<file path="config.mk">
export PLATFORM = sky130hd
export DESIGN_NAME = dns_response_address_parser_flat
export DESIGN_NICKNAME = d
export VERILOG_FILES = /design/src/dnsrap_pkg.sv /design/src/dnsrap_if.sv /design/src/dns_response_address_parser.sv /design/src/dnsrap_parse.sv /design/src/dnsrap_fifo.sv /design/src/flat_wrapper.sv
export SDC_FILE = /design/constraint.sdc
export NUM_CORES = 1
export LEC_CHECK = 0
export BUFFER_PORTS_ARGS = -buffer_cell sky130_fd_sc_hd__buf_2
export CAP_MARGIN = 40
export CORE_UTILIZATION = 38
export CTS_BUF_LIST = sky130_fd_sc_hd__clkbuf_4 sky130_fd_sc_hd__clkbuf_8
export DETAILED_ROUTE_END_ITERATION = 7
export SYNTH_ARGS = -nofsm -noshare
export SYNTH_HDL_FRONTEND = slang
export SYNTH_SLANG_ARGS = --single-unit
</file>
<file path="constraint.sdc">
create_clock -name clk -period 5.21 [get_ports clk]
set_input_delay 0.7815 -clock clk [delete_from_list [all_inputs] [get_ports clk]]
set_output_delay 0.7815 -clock clk [all_outputs]
set_load 0.02 [all_outputs]
</file>
<file path="src/dnsrap_pkg.sv">
// Shared types and constants for the DNS response address parser.
package dnsrap_pkg;

	localparam int unsigned HEADER_BYTES    = 12;
	localparam int unsigned RR_HEAD_BYTES   = 12;
	localparam int unsigned QTAIL_BYTES     = 4;
	localparam int unsigned A_RECORD_TYPE   = 1;
	localparam int unsigned A_RECORD_LENGTH = 4;
	localparam int unsigned RES_FIFO_DEPTH  = 8;

	typedef enum logic [2:0] {
		PH_HEADER = 3'd0,
		PH_QLEN   = 3'd1,
		PH_QBODY  = 3'd2,
		PH_QTAIL  = 3'd3,
		PH_AHEAD  = 3'd4,
		PH_ADATA  = 3'd5,
		PH_DONE   = 3'd6
	} phase_t;

	typedef enum logic [1:0] {
		ST_FOUND   = 2'd0,
		ST_INVALID = 2'd1,
		ST_NO_ADDR = 2'd2
	} status_t;

	typedef enum logic {
		KIND_ADDR   = 1'b0,
		KIND_STATUS = 1'b1
	} kind_t;

	typedef struct packed {
		logic        result_kind;
		logic [15:0] request_id;
		logic [31:0] ipv4_address;
		logic [1:0]  packet_status;
		logic        last_result;
	} result_t;

	typedef struct packed {
		logic    addr_valid;
		logic    stat_valid;
		result_t addr_res;
		result_t stat_res;
	} res_pair_t;

endpackage

</file>
<file path="src/dnsrap_if.sv">
// Handshake channel interfaces for datagram bytes and parse results.
interface dnsrap_byte_if;
	logic       valid;
	logic       ready;
	logic [7:0] data_byte;
	logic       end_of_packet;

	modport source(output valid, output data_byte, output end_of_packet, input ready);
	modport sink(input valid, input data_byte, input end_of_packet, output ready);
endinterface

interface dnsrap_result_if;
	logic        valid;
	logic        ready;
	logic        result_kind;
	logic [15:0] request_id;
	logic [31:0] ipv4_address;
	logic [1:0]  packet_status;
	logic        last_result;

	modport source(output valid, output result_kind, output request_id, output ipv4_address,
		output packet_status, output last_result, input ready);
	modport sink(input valid, input result_kind, input request_id, input ipv4_address,
		input packet_status, input last_result, output ready);
endinterface

</file>
<file path="src/dns_response_address_parser.sv">
// A transferred byte is registered in the input stage, which then updates the parse
// state; its results enter the result queue and are offered on the result channel.
// Throughput: one byte per cycle, as long as the eight-entry result queue drains;
// a byte may yield an address and a status result, popped one per cycle on ready.
// Reset clears the parse state, the input stage and the result queue at once,
// and parsing the final byte of each datagram returns the parser to its reset state.
module dns_response_address_parser #(
	parameter int unsigned FIFO_DEPTH = dnsrap_pkg::RES_FIFO_DEPTH
) (
	input  logic             clk,
	input  logic             arst_n,
	dnsrap_byte_if.sink      bytes,
	dnsrap_result_if.source  results
);

	localparam int unsigned CW = $clog2(FIFO_DEPTH + 1);

	logic                  valid_s1;
	logic [7:0]            data_s1;
	logic                  eop_s1;
	dnsrap_pkg::res_pair_t pair;
	dnsrap_pkg::result_t   head;
	logic [CW-1:0]         level;
	logic [CW:0]           committed;
	logic                  pop;

	always_comb begin
		committed   = {1'b0, level} + (valid_s1 ? (CW+1)'(2) : (CW+1)'(0));
		bytes.ready = committed <= (CW+1)'(FIFO_DEPTH - 2);
	end

	always_ff @(posedge clk or negedge arst_n) begin
		if (!arst_n) begin
			valid_s1 <= 1'b0;
		end else begin
			valid_s1 <= bytes.valid && bytes.ready;
		end
	end

	always_ff @(posedge clk) begin
		if (bytes.valid && bytes.ready) begin
			data_s1 <= bytes.data_byte;
			eop_s1  <= bytes.end_of_packet;
		end
	end

	dnsrap_parse u_parse (
		.clk           (clk),
		.arst_n        (arst_n),
		.step          (valid_s1),
		.data_byte     (data_s1),
		.end_of_packet (eop_s1),
		.pair          (pair)
	);

	dnsrap_fifo #(
		.DEPTH (FIFO_DEPTH)
	) u_fifo (
		.clk    (clk),
		.arst_n (arst_n),
		.push   (pair),
		.pop    (pop),
		.head   (head),
		.level  (level)
	);

	assign results.valid         = level != CW'(0);
	assign pop                   = results.valid && results.ready;
	assign results.result_kind   = head.result_kind;
	assign results.request_id    = head.request_id;
	assign results.ipv4_address  = head.ipv4_address;
	assign results.packet_status = head.packet_status;
	assign results.last_result   = head.last_result;

endmodule

</file>
<file path="src/dnsrap_parse.sv">
// Per-byte DNS response parse state and result generation.
module dnsrap_parse (
	input  logic                  clk,
	input  logic                  arst_n,
	input  logic                  step,
	input  logic [7:0]            data_byte,
	input  logic                  end_of_packet,
	output dnsrap_pkg::res_pair_t pair
);

	localparam logic [15:0] HEAD_LAST  = 16'(dnsrap_pkg::HEADER_BYTES - 1);
	localparam logic [15:0] RR_LAST    = 16'(dnsrap_pkg::RR_HEAD_BYTES - 1);
	localparam logic [15:0] QTAIL_LAST = 16'(dnsrap_pkg::QTAIL_BYTES - 1);
	localparam logic [15:0] A_TYPE     = 16'(dnsrap_pkg::A_RECORD_TYPE);
	localparam logic [15:0] A_LEN      = 16'(dnsrap_pkg::A_RECORD_LENGTH);

	dnsrap_pkg::phase_t phase_q, phase_n;
	logic [15:0] cnt_q, cnt_n;
	logic [15:0] id_q, id_n;
	logic [15:0] qleft_q, qleft_n;
	logic [15:0] aleft_q, aleft_n;
	logic [7:0]  lbl_q, lbl_n;
	logic [15:0] rtype_q, rtype_n;
	logic [15:0] rlen_q, rlen_n;
	logic [31:0] acc_q, acc_n;
	logic        seen_q, seen_n;
	logic        hit;

	function automatic dnsrap_pkg::phase_t next_section(input logic [15:0] q,
		input logic [15:0] a);
		dnsrap_pkg::phase_t p;
		if (q != 16'd0) begin
			p = dnsrap_pkg::PH_QLEN;
		end else if (a != 16'd0) begin
			p = dnsrap_pkg::PH_AHEAD;
		end else begin
			p = dnsrap_pkg::PH_DONE;
		end
		return p;
	endfunction

	always_comb begin
		phase_n = phase_q;
		cnt_n   = cnt_q;
		id_n    = id_q;
		qleft_n = qleft_q;
		aleft_n = aleft_q;
		lbl_n   = lbl_q;
		rtype_n = rtype_q;
		rlen_n  = rlen_q;
		acc_n   = acc_q;
		seen_n  = seen_q;
		hit     = 1'b0;
		case (phase_q)
			dnsrap_pkg::PH_HEADER: begin
				if (cnt_q inside {16'd0, 16'd1}) begin
					id_n = {id_q[7:0], data_byte};
				end else if (cnt_q inside {16'd4, 16'd5}) begin
					qleft_n = {qleft_q[7:0], data_byte};
				end else if (cnt_q inside {16'd6, 16'd7}) begin
					aleft_n = {aleft_q[7:0], data_byte};
				end
				if (cnt_q >= HEAD_LAST) begin
					cnt_n   = 16'd0;
					phase_n = next_section(qleft_n, aleft_n);
				end else begin
					cnt_n = cnt_q + 16'd1;
				end
			end
			dnsrap_pkg::PH_QLEN: begin
				if (data_byte == 8'd0) begin
					phase_n = dnsrap_pkg::PH_QTAIL;
					cnt_n   = 16'd0;
				end else begin
					lbl_n   = data_byte;
					phase_n = dnsrap_pkg::PH_QBODY;
				end
			end
			dnsrap_pkg::PH_QBODY: begin
				lbl_n = lbl_q - 8'd1;
				if (lbl_n == 8'd0) begin
					phase_n = dnsrap_pkg::PH_QLEN;
				end
			end
			dnsrap_pkg::PH_QTAIL: begin
				if (cnt_q >= QTAIL_LAST) begin
					qleft_n = qleft_q - 16'd1;
					cnt_n   = 16'd0;
					phase_n = next_section(qleft_n, aleft_q);
				end else begin
					cnt_n = cnt_q + 16'd1;
				end
			end
			dnsrap_pkg::PH_AHEAD: begin
				if (cnt_q inside {16'd2, 16'd3}) begin
					rtype_n = {rtype_q[7:0], data_byte};
				end else if (cnt_q inside {16'd10, 16'd11}) begin
					rlen_n = {rlen_q[7:0], data_byte};
				end
				if (cnt_q >= RR_LAST) begin
					acc_n = 32'd0;
					if (rlen_n == 16'd0) begin
						hit     = (rtype_n == A_TYPE) && (rlen_n == A_LEN);
						aleft_n = aleft_q - 16'd1;
						cnt_n   = 16'd0;
						phase_n = next_section(qleft_q, aleft_n);
					end else begin
						phase_n = dnsrap_pkg::PH_ADATA;
						cnt_n   = rlen_n;
					end
				end else begin
					cnt_n = cnt_q + 16'd1;
				end
			end
			dnsrap_pkg::PH_ADATA: begin
				acc_n = {acc_q[23:0], data_byte};
				cnt_n = cnt_q - 16'd1;
				if (cnt_n == 16'd0) begin
					hit     = (rtype_q == A_TYPE) && (rlen_q == A_LEN);
					aleft_n = aleft_q - 16'd1;
					phase_n = next_section(qleft_q, aleft_n);
				end
			end
			default: begin
			end
		endcase
		if (hit) begin
			seen_n = 1'b1;
		end
	end

	always_comb begin
		pair.addr_valid               = step && hit;
		pair.addr_res.result_kind     = dnsrap_pkg::KIND_ADDR;
		pair.addr_res.request_id      = id_n;
		pair.addr_res.ipv4_address    = acc_n;
		pair.addr_res.packet_status   = dnsrap_pkg::ST_FOUND;
		pair.addr_res.last_result     = !end_of_packet;
		pair.stat_valid               = step && end_of_packet;
		pair.stat_res.result_kind     = dnsrap_pkg::KIND_STATUS;
		pair.stat_res.request_id      = id_n;
		pair.stat_res.ipv4_address    = 32'd0;
		pair.stat_res.last_result     = 1'b1;
		if (phase_n != dnsrap_pkg::PH_DONE) begin
			pair.stat_res.packet_status = dnsrap_pkg::ST_INVALID;
		end else if (seen_n) begin
			pair.stat_res.packet_status = dnsrap_pkg::ST_FOUND;
		end else begin
			pair.stat_res.packet_status = dnsrap_pkg::ST_NO_ADDR;
		end
	end

	always_ff @(posedge clk or negedge arst_n) begin
		if (!arst_n) begin
			phase_q <= dnsrap_pkg::PH_HEADER;
			cnt_q   <= 16'd0;
			id_q    <= 16'd0;
			qleft_q <= 16'd0;
			aleft_q <= 16'd0;
			lbl_q   <= 8'd0;
			rtype_q <= 16'd0;
			rlen_q  <= 16'd0;
			acc_q   <= 32'd0;
			seen_q  <= 1'b0;
		end else if (step) begin
			if (end_of_packet) begin
				phase_q <= dnsrap_pkg::PH_HEADER;
				cnt_q   <= 16'd0;
				id_q    <= 16'd0;
				qleft_q <= 16'd0;
				aleft_q <= 16'd0;
				lbl_q   <= 8'd0;
				rtype_q <= 16'd0;
				rlen_q  <= 16'd0;
				acc_q   <= 32'd0;
				seen_q  <= 1'b0;
			end else begin
				phase_q <= phase_n;
				cnt_q   <= cnt_n;
				id_q    <= id_n;
				qleft_q <= qleft_n;
				aleft_q <= aleft_n;
				lbl_q   <= lbl_n;
				rtype_q <= rtype_n;
				rlen_q  <= rlen_n;
				acc_q   <= acc_n;
				seen_q  <= seen_n;
			end
		end
	end

endmodule

</file>
<file path="src/dnsrap_fifo.sv">
// Result queue that takes up to two results per cycle and releases one.
module dnsrap_fifo #(
	parameter int unsigned DEPTH = dnsrap_pkg::RES_FIFO_DEPTH
) (
	input  logic                        clk,
	input  logic                        arst_n,
	input  dnsrap_pkg::res_pair_t       push,
	input  logic                        pop,
	output dnsrap_pkg::result_t         head,
	output logic [$clog2(DEPTH+1)-1:0]  level
);

	localparam int unsigned PW = $clog2(DEPTH);
	localparam int unsigned CW = $clog2(DEPTH + 1);

	dnsrap_pkg::result_t mem [DEPTH];
	logic [PW-1:0] wr_ptr_q, rd_ptr_q;
	logic [CW-1:0] level_q;
	dnsrap_pkg::result_t first;
	logic          any_push;
	logic          both_push;
	logic [CW-1:0] push_cnt;
	logic [PW-1:0] wr_ptr_next;

	always_comb begin
		any_push    = push.addr_valid || push.stat_valid;
		both_push   = push.addr_valid && push.stat_valid;
		first       = push.addr_valid ? push.addr_res : push.stat_res;
		push_cnt    = both_push ? CW'(2) : (any_push ? CW'(1) : CW'(0));
		wr_ptr_next = wr_ptr_q + PW'(1);
	end

	always_ff @(posedge clk) begin
		if (any_push) begin
			mem[wr_ptr_q] <= first;
		end
		if (both_push) begin
			mem[wr_ptr_next] <= push.stat_res;
		end
	end

	always_ff @(posedge clk or negedge arst_n) begin
		if (!arst_n) begin
			wr_ptr_q <= '0;
			rd_ptr_q <= '0;
			level_q  <= '0;
		end else begin
			wr_ptr_q <= wr_ptr_q + PW'(push_cnt);
			if (pop) begin
				rd_ptr_q <= rd_ptr_q + PW'(1);
			end
			level_q <= level_q + push_cnt - (pop ? CW'(1) : CW'(0));
		end
	end

	assign head  = mem[rd_ptr_q];
	assign level = level_q;

endmodule
</file>
<file path="src/flat_wrapper.sv">
// flat-port wrapper written by rule: the top's interface ports become plain ports
module dns_response_address_parser_flat 
#(
	parameter int unsigned FIFO_DEPTH = dnsrap_pkg::RES_FIFO_DEPTH
)
  (clk, arst_n, bytes_valid, bytes_data_byte, bytes_end_of_packet, bytes_ready, results_valid, results_result_kind, results_request_id, results_ipv4_address, results_packet_status, results_last_result, results_ready);
  dnsrap_byte_if bytes_i ();
  dnsrap_result_if results_i ();
  input  logic clk;
  input  logic arst_n;
  input wire logic [$bits(bytes_i.valid)-1:0] bytes_valid;
  input wire logic [$bits(bytes_i.data_byte)-1:0] bytes_data_byte;
  input wire logic [$bits(bytes_i.end_of_packet)-1:0] bytes_end_of_packet;
  output wire logic [$bits(bytes_i.ready)-1:0] bytes_ready;
  output wire logic [$bits(results_i.valid)-1:0] results_valid;
  output wire logic [$bits(results_i.result_kind)-1:0] results_result_kind;
  output wire logic [$bits(results_i.request_id)-1:0] results_request_id;
  output wire logic [$bits(results_i.ipv4_address)-1:0] results_ipv4_address;
  output wire logic [$bits(results_i.packet_status)-1:0] results_packet_status;
  output wire logic [$bits(results_i.last_result)-1:0] results_last_result;
  input wire logic [$bits(results_i.ready)-1:0] results_ready;
  assign bytes_i.valid = bytes_valid;
  assign bytes_i.data_byte = bytes_data_byte;
  assign bytes_i.end_of_packet = bytes_end_of_packet;
  assign bytes_ready = bytes_i.ready;
  assign results_valid = results_i.valid;
  assign results_result_kind = results_i.result_kind;
  assign results_request_id = results_i.request_id;
  assign results_ipv4_address = results_i.ipv4_address;
  assign results_packet_status = results_i.packet_status;
  assign results_last_result = results_i.last_result;
  assign results_i.ready = results_ready;
  dns_response_address_parser #(.FIFO_DEPTH(FIFO_DEPTH)) u_core (.clk(clk), .arst_n(arst_n), .bytes(bytes_i), .results(results_i));
endmodule
</file>
**After elaboration in Yosys (flattened, before gate mapping)**

Memories as Yosys holds them, arrays and structs flattened.
Index checks and enable logic that the tools add are counted.
Widths: inputs -> output; s select.

- Bits in registers: 160
- RAM bits: 416
- Bits of input ports: 13
- Output and inout bits: 54
- Logic and storage cells: 165
- Memories: 1

- Add/sub/neg operators: 11
- $lt $le $gt $ge: 3
- Equal/unequal tests: 25
- Multiplexer cells: 72
- Reduce and logical (&&, ||, !) cells: 37

Memories:

| name | words | bits a word | rd ports | clocked after memory_dff | write ports | line | source |
|---|---|---|---|---|---|---|---|
| u_core.u_fifo.mem | 8 | 52 | 1 | 0 | 2 | dnsrap_fifo.sv:16 | `dnsrap_pkg::result_t mem [DEPTH];` |

Operator list:

| cell | count |
|---|---|
| $mux 16 | 31 |
| $eq 16x3->1 const B | 6 |
| $reduce_bool 16->1 | 6 |
| $pmux 16 s5 | 1 |
| $mux 32 | 2 |
| $pmux 32 s2 | 1 |
| $mux 52 | 1 |
| $eq 16x1->1 const B | 3 |
| $logic_not 16->1 | 3 |
| $pmux 16 s3 | 1 |
| $sub 16x1->16 const B | 3 |
| $eq 16x2->1 const B | 2 |
| $eq 16x4->1 const B | 2 |
| $pmux 16 s2 | 1 |
| $mux 3 | 10 |
| $ne 3x2->1 const B | 6 |
| $pmux 3 s6 | 1 |
| $add 16x1->16 const B | 1 |
| $ge 16x2->1 const B | 1 |
| $ge 16x4->1 const B | 1 |
| $logic_not 8->1 | 2 |
| $mux 8 | 2 |
| $pmux 8 s2 | 1 |
| $mux 2 | 7 |
| 24 further kinds | 53 |

**Depth between registers and ports, before layout**

- Word-level depth: 16
- Depth in mapped cells: 18
- Mapped depth without buffers: 17

**By module**

A second synthesis with hierarchy kept.

- Cells, all modules: 2383
- Area total of the unflattened synthesis: 31998.2 µm²

By module, submodules not included:

| module | instances | cells an instance | area an instance (µm²) |
|---|---|---|---|
| dnsrap_fifo | 1 | 1189 | 21812.2 |
| dnsrap_parse | 1 | 1173 | 9810.7 |
| dns_response_address_parser | 1 | 21 | 375.4 |

**Least setup slack after synthesis**

No wires, ideal clock.

- Path kind: register to register
- Start point: register u_core.u_parse.cnt_q[0]
- End point: memory u_core.u_fifo.mem[4][1] in the netlist's numbering, enable pin
- Arrival: 4.275 ns
- Setup slack: 0.562 ns
- Stages on the path, launching flop included: 17
- Path buffers: 2
- Period minus slack after synthesis: 4.648 ns
- Cell sequence: dfrtp_1 > inv_1 > ha_1 > or3b_1 > buf_2 > o32a_1 > o32ai_2 > nand4_2 > nor4_1 > and2_1 > clkinv_1 > ha_1 > nand2b_1 > nor3_1 > nor2_1 > clkbuf_1 > inv_1

RTL lines:

| item | line | source |
|---|---|---|
| from (decl) | dnsrap_parse.sv:18 | `logic [15:0] cnt_q, cnt_n;` |
| from (signal assigned) | dnsrap_parse.sv:179 | `cnt_q <= cnt_n;` |
| to (decl) | dnsrap_fifo.sv:16 |  |

==> results.cfg <==
[run_status]
status = completed

[placement]
place_congestion = 0.8815
dpl.hpwl_um = 47540
dp_slack_ns = 0.4956
place_area_um2 = 28750
numPortBuffers = 66
place_inst = 3434

[sta]
grt_setup_unrepaired = no
fin_hold_ws_ns = 0.2593
period_needed_ns = 4.803
finalHoldViolCount = 0
period_share_pct = 92.19
setup_ws_ns = 0.4068
worst_pin_slew_ns = 0.9402
finalSetupTns_ns = 0
finalSetupViolCount = 0
clock_skew_ns = 0.03477
fmax_mhz = 208.2
drv_slew = 0
slew_headroom_pct = 35.53

[clock_network]
cts_buffer_depth = 3
cts-root-buf = clkbuf_8
postCtsHoldBufs = 1
cts_setup_buffers = 0
post_cts_resize_count = 0
clk_pin_slew_ns = 0.06
cts_tree = done
cts-buffers-inserted = 96
cts_htree_levels = 3
clock-sinks = 576
clkLatencyLatePin_ns = 0.70

[synth]
synth_xor_area_share_pct = 0.6124
netlist.area_leader.share_pct = 20.04
syn-num-nets = 2595
synth_top_family_by_area = simple AND/OR/NAND/NOR gates
synth_area_leaders = dfxtp_1 20%, edfxtp_1 17%, dfrtp_1 14%, mux4_2 8.6%, nand3_1 5.2%
synth_cell_types = 86
synth_compound_area_share_pct = 15.15
synth_seq_cells = 576
ys.flop_type = dfxtp_1
synth_area_per_cell_um2 = 10.63
syn_inst = 2556
synth_area_um2 = 27170
synthAdderAreaFrac_pct = 1.252
synth-seq-area-share_pct = 50.85
synth_most_common_cell = nand3_1
ys_warn_count = 0
synth_top_cell_by_area = dfxtp_1
synthArstFlopShare_pct = 26.22
synth_edf_count = 153
synth-simple-area-share_pct = 15.85
synthMuxAreaShare_pct = 12.38
ys_top_cells_by_count = 284 x nand3_1, 272 x dfxtp_1, 233 x nor2_1

[layout]
multi_input_area_um2 = 12380
utilization_pct = 43.74
drive_gt1_share_pct = 22.30
fin_nets = 2633
fillers = 6601
final_area_um2 = 30790
regArea_um2 = 13830
syn_to_final_growth_pct = 13.30
instances_no_fill = 3609

[power]
p_per_area_nw_per_um2 = 437.6
p_sw_share_pct = 35.10
p_leak_nw = 11.70
combPwrFrac_pct = 29.7
p_seq_share_pct = 39.1
switching_power_mw = 4.729
total_power_mw = 13.47
vdd_drop_max_mv = 0.2147
power_frac_clock_pct = 31.1
p_int_mw = 8.745

[floorplan]
die_area_um2 = 72580
core-area_um2 = 70390
start_util_pct = 38.60
rows = 97
io_pins = 67
die_h_um = 269.4
die_x_um = 269.4

[global_routing]
track_usage_pct = 20.98
grt_max_degree = 66
grt_pass1_vias = 20770
antenna_found_initial = 2
grt_pass1_wl_um = 121200
overflow = 0

[drt]
drtIter0Drc = 2105
wl_per_cell_um = 21.37
drtPass1Iterations = 7
wl_met1_um = 33470
drt-total-wl_um = 77130
top_layer = met4
route.met3.wl_um = 5484
viasPerCell = 5.849
dr_total_vias = 21110
wl_met2_um = 36240
ant_nets = 0
drcViolationCount = 0

[setup_path]
cpPeakStageDelay_ns = 0.55
worstSetupEndpointType = flop
crit_arrival_ns = 5.32
crit_fanout = 60
worst-path-buf-inv = 3
cpMaxStageDelayCell = or3b_1
start_kind = flop
rrSetupSlack_ns = 0.41
path_class = flop to flop
cp.required_ns = 5.72
worstPathCellList = inv_1, ha_1, or3b_1, o32a_1, o32ai_2, nand4_2, nor4_1, and2_1, clkinv_1, ha_1, nor2b_1, nand2_2, buf_4, nand3_1, o21ai_0
crit_path_frequent_cell = ha_1
cp_top_family = simple AND/OR/NAND/NOR gates

[job]
drv_cap = 0

[hold_path]
hold_class = input port to flop
[kinds of logic after synthesis]
logic type	Yosys count
fa+ha+maj	26
simple gates	836
compound gates	637
flops	576
buf+inv	263
xor+xnor	19
mux	199
[per-layer routing]
layer / GRT usage, % / vias up
met2: 33.55 / 815
li1: - / 9658
met1: 28.42 / 10510
met5: 0 / -
met4: 7.910 / 0
met3: 3.598 / 131
[final timing paths]
check / startpoint / to / cells past startpoint
max: u_core.u_parse.cnt_q[0] / u_core.u_fifo.mem[4][20] / 15
min: bytes_data_byte[0] / u_core.data_s1[0] / 1
max reg2reg: u_core.u_parse.cnt_q[0] / u_core.u_fifo.mem[4][20] / 15
min reg2reg: u_core.u_fifo.mem[0][12] / u_core.u_fifo.mem[0][12] / 2
max in group asynchronous: arst_n / u_core.u_parse.rtype_q[1] / 3
min in group asynchronous: arst_n / u_core.u_parse.cnt_q[1] / 2
[final cells by class]
class	instances	share of cell area, %
Sequential cell	576	44.91
Multi-Input combinational cell	1717	40.21
Clock buffer	144	5.808
Timing Repair Buffer	160	3.971
Tap cell	940	3.820
Clock inverter	28	0.7478
Inverter	43	0.5243
Antenna cell	1	0.008128
[sequential cells by signal, indices dropped and copies added, names as in the netlist]
signal                  flops
u_core.u_parse.id_q        16
u_core.u_parse.acc_q       32
u_core.u_parse.lbl_q        8
u_core.data_s1              8
u_core.u_parse.aleft_q     16
u_core.u_parse.phase_q      3
u_core.u_parse.seen_q       1
u_core.u_fifo.level         4
u_core.u_parse.rtype_q     16
u_core.valid_s1             1
u_core.u_parse.cnt_q       16
u_core.u_fifo.rd_ptr_q      3
u_core.u_fifo.wr_ptr_q      3
u_core.u_fifo.mem         416
u_core.u_parse.rlen_q      16
u_core.u_parse.qleft_q     16
u_core.eop_s1               1
[placed cells by master (no fill, tap or decap), types with 17 or more instances in the layout]
cell and n:
mux4_2 104, nor3_1 48, buf_4 79, o2bb2ai_1 17, nand3_1 278, inv_1 42
nand2_1 89, nor2_1 232, mux2_2 56, o21ai_0 226, clkbuf_4 31, buf_2 65
o21ai_1 85, nor4_1 25, clkbuf_8 113, edfxtp_1 153, o21ai_2 34, dfxtp_1 272
nand2_2 26, a21oi_1 60, a22o_1 106, ha_1 24, dfrtp_1 148, mux2i_1 38
[power groups by stage]
stage	Clock (mW)	Combinational, mW	Sequential (mW)
CTS	4.31	4.02	5.27
global placement	0	3.83	5.39
detailed placement	0	4.00	5.36
floorplan	0	2.87	5.08
finish	4.20	4.01	5.27
global route	4.49	4.32	5.32
[worst register-to-register path: stages (launching register included)]
cell	delay, ns
dfrtp_1	0.48
inv_1	0.16
ha_1	0.27
or3b_1	0.55
o32a_1	0.42
o32ai_2	0.18
nand4_2	0.27
nor4_1	0.34
and2_1	0.24
clkinv_1	0.11
ha_1	0.28
nor2b_1	0.40
nand2_2	0.17
buf_4	0.40
nand3_1	0.22
o21ai_0	0.10
Power figures use the tool's default switching activity.
